**src/hw/rtl/tkis_pkg.sv**
```systemverilog
`timescale 1ns / 1ps

package tkis_pkg;

  // Width of a reported position on the output stream
  localparam int unsigned POS_W = 10;

  // Width of the top_count register
  localparam int unsigned TOP_COUNT_W = 5;

  // Output tdata width: position padded to whole bytes
  localparam int unsigned OUT_DATA_W = ((POS_W + 7) / 8) * 8;

  // Controls broadcast to every ranking cell
  typedef struct packed {
    logic insert;  // place the incoming element this cycle
    logic clear;   // row ends: empty the chain after the snapshot
  } rank_ctrl_t;

  // Controls broadcast to every drain cell
  typedef struct packed {
    logic load;    // take a snapshot of the ranking chain
    logic shift;   // move one place toward the output
  } drain_ctrl_t;

endpackage

```
**src/hw/rtl/tkis_rank_cell.sv**
```systemverilog
`timescale 1ns / 1ps

// One slot of the sorted chain. Compares its own entry with the incoming
// element; a losing entry passes down to the next slot.
module tkis_rank_cell #(
  parameter int unsigned KEY_W = 32
) (
  input  logic                   clk,
  input  logic                   rst,
  input  tkis_pkg::rank_ctrl_t   ctrl,
  input  logic [KEY_W-1:0]       new_key,
  input  logic [tkis_pkg::POS_W-1:0] new_pos,
  input  logic                   prev_beats,
  input  logic                   prev_valid,
  input  logic [KEY_W-1:0]       prev_key,
  input  logic [tkis_pkg::POS_W-1:0] prev_pos,
  output logic                   beats,
  output logic                   valid,
  output logic [KEY_W-1:0]       key,
  output logic [tkis_pkg::POS_W-1:0] pos,
  output logic                   ins_valid,
  output logic [tkis_pkg::POS_W-1:0] ins_pos
);
  import tkis_pkg::*;

  logic [KEY_W-1:0] ins_key;

  // Existing entry outranks the new one (ties go to the earlier position)
  assign beats = valid && (key >= new_key);

  // Contents after this cycle's insertion
  always_comb begin
    ins_valid = valid;
    ins_key   = key;
    ins_pos   = pos;
    if (ctrl.insert && !beats) begin
      if (prev_beats) begin
        ins_valid = 1'b1;
        ins_key   = new_key;
        ins_pos   = new_pos;
      end else begin
        ins_valid = prev_valid;
        ins_key   = prev_key;
        ins_pos   = prev_pos;
      end
    end
  end

  always_ff @(posedge clk) begin
    if (rst) begin
      valid <= 1'b0;
    end else begin
      valid <= ins_valid && !ctrl.clear;
    end
  end

  always_ff @(posedge clk) begin
    key <= ins_key;
    pos <= ins_pos;
  end

endmodule

```
**src/hw/rtl/tkis_drain_cell.sv**
```systemverilog
`timescale 1ns / 1ps

// One slot of the output shift line: loaded from the ranking chain at row
// end, then shifted toward the output one winner per transaction.
module tkis_drain_cell (
  input  logic                       clk,
  input  logic                       rst,
  input  tkis_pkg::drain_ctrl_t      ctrl,
  input  logic                       load_valid,
  input  logic [tkis_pkg::POS_W-1:0] load_pos,
  input  logic                       up_valid,
  input  logic [tkis_pkg::POS_W-1:0] up_pos,
  output logic                       valid,
  output logic [tkis_pkg::POS_W-1:0] pos
);
  import tkis_pkg::*;

  always_ff @(posedge clk) begin
    if (rst) begin
      valid <= 1'b0;
    end else if (ctrl.load) begin
      valid <= load_valid;
    end else if (ctrl.shift) begin
      valid <= up_valid;
    end
  end

  always_ff @(posedge clk) begin
    if (ctrl.load) begin
      pos <= load_pos;
    end else if (ctrl.shift) begin
      pos <= up_pos;
    end
  end

endmodule

```
**src/hw/rtl/top_k_index_select_core.sv**
```systemverilog
`timescale 1ns / 1ps

// Channel  | Signals                        | Contents
// ---------+--------------------------------+------------------------------------
// s_axis   | s_tvalid s_tready s_tdata s_tlast | sample_value; tlast = row_end
// m_axis   | m_tvalid m_tready m_tdata m_tlast m_tuser | winner_position; tlast =
//          |                                |   run_end; tuser = row_overflow
// config   | cfg_we cfg_data                | top_count
//
// One element per cycle: every ranking cell compares in parallel and the
// chain shifts in the same cycle. At row end the chain is copied into a drain
// line that sends one winner per output transaction while the next row loads.
// A row end is held off (s_tready low while s_tlast) until the previous row's
// winners are all sent. Synchronous reset empties both chains; no clear pass.
module top_k_index_select_core #(
  parameter int unsigned K_MAX       = 16,
  parameter int unsigned ROW_MAX     = 1024,
  parameter int unsigned VALUE_WIDTH = 32
) (
  input  logic clk,
  input  logic rst,
  // config
  input  logic                                 cfg_we,
  input  logic [tkis_pkg::TOP_COUNT_W-1:0]     cfg_data,   // top_count
  // input stream
  input  logic                                 s_tvalid,
  output logic                                 s_tready,
  input  logic [((VALUE_WIDTH+7)/8)*8-1:0]     s_tdata,    // [VALUE_WIDTH-1:0] sample_value
  input  logic                                 s_tlast,    // row_end
  // output stream
  output logic                                 m_tvalid,
  input  logic                                 m_tready,
  output logic [tkis_pkg::OUT_DATA_W-1:0]      m_tdata,    // [9:0] winner_position
  output logic                                 m_tlast,    // run_end
  output logic                                 m_tuser     // row_overflow
);
  import tkis_pkg::*;

  localparam int unsigned CNT_W = $clog2(ROW_MAX + 1);
  localparam int unsigned KC_W  = $clog2(K_MAX + 1);

  logic [TOP_COUNT_W-1:0] top_count;
  logic [CNT_W-1:0]       element_count;
  logic                   overflow_seen;
  logic [KC_W-1:0]        remaining;
  logic                   out_overflow;

  logic                   s_accept;
  logic                   m_accept;
  logic                   in_range;
  logic [VALUE_WIDTH-1:0] new_key;
  logic [POS_W-1:0]       new_pos;
  logic [KC_W-1:0]        want;
  rank_ctrl_t             rctrl;
  drain_ctrl_t            dctrl;

  // Per-cell wiring, with an extra entry above/below the chain ends
  logic [K_MAX:0]         beats;
  logic [K_MAX-1:0]       r_valid;
  logic [VALUE_WIDTH-1:0] r_key   [K_MAX];
  logic [POS_W-1:0]       r_pos   [K_MAX];
  logic [K_MAX-1:0]       ins_valid;
  logic [POS_W-1:0]       ins_pos [K_MAX];
  logic [K_MAX:0]         d_valid;
  logic [POS_W-1:0]       d_pos   [K_MAX+1];

  // Config register
  always_ff @(posedge clk) begin
    if (rst) begin
      top_count <= TOP_COUNT_W'(1);
    end else if (cfg_we) begin
      top_count <= cfg_data;
    end
  end

  // Effective count: zero means one, capped at the chain length
  always_comb begin
    if (top_count == '0) begin
      want = KC_W'(1);
    end else if (int'(top_count) > int'(K_MAX)) begin
      want = KC_W'(K_MAX);
    end else begin
      want = KC_W'(top_count);
    end
  end

  // Handshakes
  assign s_tready = !s_tlast || !m_tvalid;
  assign s_accept = s_tvalid && s_tready;
  assign m_accept = m_tvalid && m_tready;
  assign in_range = element_count != CNT_W'(ROW_MAX);

  // Order-preserving unsigned key: flip the sign bit
  assign new_key = s_tdata[VALUE_WIDTH-1:0] ^ {1'b1, {(VALUE_WIDTH-1){1'b0}}};
  assign new_pos = POS_W'(element_count);

  assign rctrl.insert = s_accept && in_range;
  assign rctrl.clear  = s_accept && s_tlast;
  assign dctrl.load   = s_accept && s_tlast;
  assign dctrl.shift  = m_accept;

  // Row position and overflow tracking
  always_ff @(posedge clk) begin
    if (rst) begin
      element_count <= '0;
      overflow_seen <= 1'b0;
    end else if (s_accept) begin
      if (s_tlast) begin
        element_count <= '0;
        overflow_seen <= 1'b0;
      end else if (in_range) begin
        element_count <= element_count + CNT_W'(1);
      end else begin
        overflow_seen <= 1'b1;
      end
    end
  end

  // Ranking chain; a virtual slot above cell 0 always wins
  assign beats[0] = 1'b1;

  for (genvar i = 0; i < K_MAX; i++) begin : g_rank
    if (i == 0) begin : g_head
      tkis_rank_cell #(.KEY_W(VALUE_WIDTH)) u_cell (
        .clk        (clk),
        .rst        (rst),
        .ctrl       (rctrl),
        .new_key    (new_key),
        .new_pos    (new_pos),
        .prev_beats (beats[0]),
        .prev_valid (1'b0),
        .prev_key   (new_key),
        .prev_pos   (new_pos),
        .beats      (beats[1]),
        .valid      (r_valid[0]),
        .key        (r_key[0]),
        .pos        (r_pos[0]),
        .ins_valid  (ins_valid[0]),
        .ins_pos    (ins_pos[0])
      );
    end else begin : g_body
      tkis_rank_cell #(.KEY_W(VALUE_WIDTH)) u_cell (
        .clk        (clk),
        .rst        (rst),
        .ctrl       (rctrl),
        .new_key    (new_key),
        .new_pos    (new_pos),
        .prev_beats (beats[i]),
        .prev_valid (r_valid[i-1]),
        .prev_key   (r_key[i-1]),
        .prev_pos   (r_pos[i-1]),
        .beats      (beats[i+1]),
        .valid      (r_valid[i]),
        .key        (r_key[i]),
        .pos        (r_pos[i]),
        .ins_valid  (ins_valid[i]),
        .ins_pos    (ins_pos[i])
      );
    end
  end

  // Drain line; nothing enters from above the last cell
  assign d_valid[K_MAX] = 1'b0;
  assign d_pos[K_MAX]   = '0;

  for (genvar i = 0; i < K_MAX; i++) begin : g_drain
    tkis_drain_cell u_cell (
      .clk        (clk),
      .rst        (rst),
      .ctrl       (dctrl),
      .load_valid (ins_valid[i]),
      .load_pos   (ins_pos[i]),
      .up_valid   (d_valid[i+1]),
      .up_pos     (d_pos[i+1]),
      .valid      (d_valid[i]),
      .pos        (d_pos[i])
    );
  end

  // Winners left to send for the current row
  always_ff @(posedge clk) begin
    if (rst) begin
      remaining <= '0;
    end else if (dctrl.load) begin
      remaining <= want;
    end else if (m_accept) begin
      remaining <= remaining - KC_W'(1);
    end
  end

  always_ff @(posedge clk) begin
    if (dctrl.load) begin
      out_overflow <= overflow_seen || !in_range;
    end
  end

  // Output stream driven from the head of the drain line
  assign m_tvalid = (remaining != '0) && d_valid[0];
  assign m_tlast  = (remaining == KC_W'(1)) || !d_valid[1];
  assign m_tuser  = out_overflow;
  assign m_tdata  = OUT_DATA_W'(d_pos[0]);

endmodule
```
**config.mk**
```make
export PLATFORM = sky130hd
export DESIGN_NAME = top_k_index_select_core
export DESIGN_NICKNAME = d
export VERILOG_FILES = /design/src/hw/rtl/tkis_pkg.sv /design/src/hw/rtl/tkis_rank_cell.sv /design/src/hw/rtl/tkis_drain_cell.sv /design/src/hw/rtl/top_k_index_select_core.sv
export SDC_FILE = /design/constraint.sdc
export NUM_CORES = 2
export LEC_CHECK = 0
export BUFFER_PORTS_ARGS = -buffer_cell sky130_fd_sc_hd__buf_4
export CORE_MARGIN = 1
export CORE_UTILIZATION = 30
export CTS_CLUSTER_SIZE = 25
export DETAILED_ROUTE_END_ITERATION = 8
export PLACE_DENSITY = 0.45
export SLEW_MARGIN = 40
export SYNTH_ARGS = -nofsm -noshare
export SYNTH_HDL_FRONTEND = slang
export SYNTH_SLANG_ARGS = --single-unit
```
**constraint.sdc**
```tcl
create_clock -name clk -period 13.5 [get_ports clk]
set_input_delay 2.7 -clock clk [delete_from_list [all_inputs] [get_ports clk]]
set_output_delay 2.7 -clock clk [all_outputs]
set_load 0.03 [all_outputs]
```
==> metrics.txt <==
outcome finished, final reports clean; vias in the first global route around 37k; fin nets roughly 5.3k; most frequent cells in the layout nand2_1, edfxtp_1, o21ai_0, ha_1, a21oi_1; die width 408 um; Setup crit start kind input port; Worst Path Required 13.92 ns; antenna viol nets, final 0; DRC viols 0; FF+latch count, synth 887; Die Area 0.167 mm^2; most used cell, CP buf_4; number of synthesized flops with an enable pin a little under 700; Routed WL between 150000 and 200000 um; commonest non-fill, non-tap cell in the layout nand2_1; total grt overflow 0; initial antenna violation count 5; largest net degree at the start of global routing 95; LEAKAGE roughly 0.022 uW; first-pass GRT wire length between 200000 and 250000 um; final hold viol count 0; Hold WS between 0.4 and 0.5 ns; DR WL/cell approximately 22 um; crit end category flip-flop; Area after DPL 0.0524 mm^2; Power Dens Cells between 100 and 150 mW/mm^2; CTS buffer count 102; share of layout cells above drive strength 1 9.45%; Tcrit/Tclk final between 40% and 50%; CTS clk-pin slew, worst paths ~0.06 ns; Area growth syn-to-layout 12.2%; Critical Path AT ~6.8 ns; Synth cell types 80; DR vias around 37k; cell family with most CP delay buffers and inverters; Root Driver clkbuf_16; predominant post-synthesis flop cell edfxtp_1; CP cell instances buf_4, inv_1, buf_4, ha_1, a21oi_1, o21ai_0, a221oi_1, o22ai_1, a21oi_4, buf_4, buf_4, and2_4, buf_12, o311ai_0; Async SR Flop Fraction 0%; worst vdd ir ~96 uV; Ys Warns 0; clock skew roughly 0.032 ns; number of diodes 0; maximum clock frequency ~160 MHz; total I/O pin count 63; placed insts 6841; CTS tree built; Mapped Area between 0.04 and 0.05 mm^2; starting density of the core ~30%; worst-path maximum fanout between 40 and 50; Syn Inst Count around 4.8k; final instance area 0.0556 mm^2; syn_area_per_cell approximately 10 um^2; slowest cell delay on critical path 0.59 ns; Hold Buf Count CTS 0; # resized after CTS 0; Hold Path Class flip-flop to flip-flop; Clock Sink Count just under 900; max capacitance violation total 0; H-Tree Depth 3; Die Y 408 um; end-of-flow core utilization approximately a third; CP max stage cell buf_4; RSZ-0062 raised after global routing false; Max Root-Sink Buffers 3; Final setup viols 0; dpl hpwl between 100000 and 150000 um; Iter 0 DRT Violations about 2.5k; GPL Wtd Cong approximately 0.82; Via density approximately 5.3; Placeable Area 0.163 mm^2; CP Buf/Inv Count 6; Tmin final 6.37 ns; Port Buffers between 50 and 60; Seq/Total Area, Yosys ~49%; # rows approximately 150; clk_lat worst skew a little over 0.7 ns; DR pass1 iterations 5; worst slew pin tran 0.902 ns; Total Neg Setup Slack 0 ns; postcts setup bufs 0; critical path type input port to flip-flop; Slew Viols, Final 0; relative slew slack ~40%; post-route insts no fill 7034; gr usage total 18.1%
## where the power goes
part	leakage, uW	internal [uW]	switching (uW)
Clock	0.00155	1530	1190
Sequential	0.00833	3380	253
Combinational	0.0124	517	856
Total	0.0223	5430	2290
## sequential cells by signal (all words and copies together), names as in the netlist
name                        cells
g_rank.g_body.u_cell.valid     15
m_tuser                         1
g_rank.g_head.u_cell.pos       10
g_rank.g_body.u_cell.pos      150
remaining                       5
g_drain.u_cell.valid           16
overflow_seen                   1
g_rank.g_head.u_cell.valid      1
top_count                       5
g_rank.g_head.u_cell.key       32
g_rank.g_body.u_cell.key      480
element_count                  11
g_drain.u_cell.pos            160
## tightest hold or removal path, stage by stage, from the launching register on
cell and delay, ns:
dfxtp_1 0.32, nand2_1 0.06, a21oi_1 0.05
## Yosys cell counts (88+ instances only)
library cell | instances | area (um^2)
a21oi_1 | 389 | 1950
o211ai_1 | 125 | 938
dfxtp_1 | 214 | 4280
mux2i_1 | 88 | 881
nand3_1 | 141 | 706
o21ai_0 | 569 | 2850
edfxtp_1 | 673 | 20200
clkbuf_1 | 212 | 796
inv_1 | 106 | 398
ha_1 | 516 | 6460
nor2_1 | 120 | 450
nand2_1 | 818 | 3070
## worst paths after layout
check | startpoint | depth (start not counted) | slack, ns | endpoint
min | top_count[4] | 2 | 0.47 | remaining[4]
max | s_tdata[25] | 14 | 7.13 | g_drain[1].u_cell.pos[0]
min reg2reg | top_count[4] | 2 | 0.47 | remaining[4]
max reg2reg | element_count[0] | 11 | 8.62 | g_rank[15].g_body.u_cell.key[0]
## final cells by class
type / instances / area (um^2)
Multi-Input combinational cell: 3510 / 23500
Timing Repair Buffer: 162 / 1260
Tap cell: 2175 / 2720
Clock buffer: 154 / 2890
Clock inverter: 37 / 274
Fill cell: 16666 / 108000
Sequential cell: 887 / 24500
Inverter: 109 / 423
## through the flow
stage,worst slack [ns],power [uW]
2_1_floorplan,6.53,4550
5_1_grt,6.79,8130
3_5_place_dp,6.29,5060
4_1_cts,7.06,7800
6_report,7.13,7720
3_3_place_gp,6.27,5040
## routing by layer
layer  track usage [%]  vias up  part of all wire, %
li1                  -    17983                    -
met1              25.2    18239                   48
met2              29.0      697                   45
met3              2.32      213                  3.8
met4              5.81        2                  3.2
met5                 0        -               0.0072
## cell families after synthesis
group / Yosys count / share of synthesized area [%]
buffers and inverters: 432 / 3.60
DFF: 887 / 49.4
muxes: 194 / 4.19
adders and majority gates: 516 / 13.0
AOI/OAI and AO/OA: 1444 / 17.6
xor gates and xnor gates: 11 / 0.194
other: 1 / 0.00757
and+or+nand+nor: 1339 / 12.0
(Power assumes the default switching activity.)
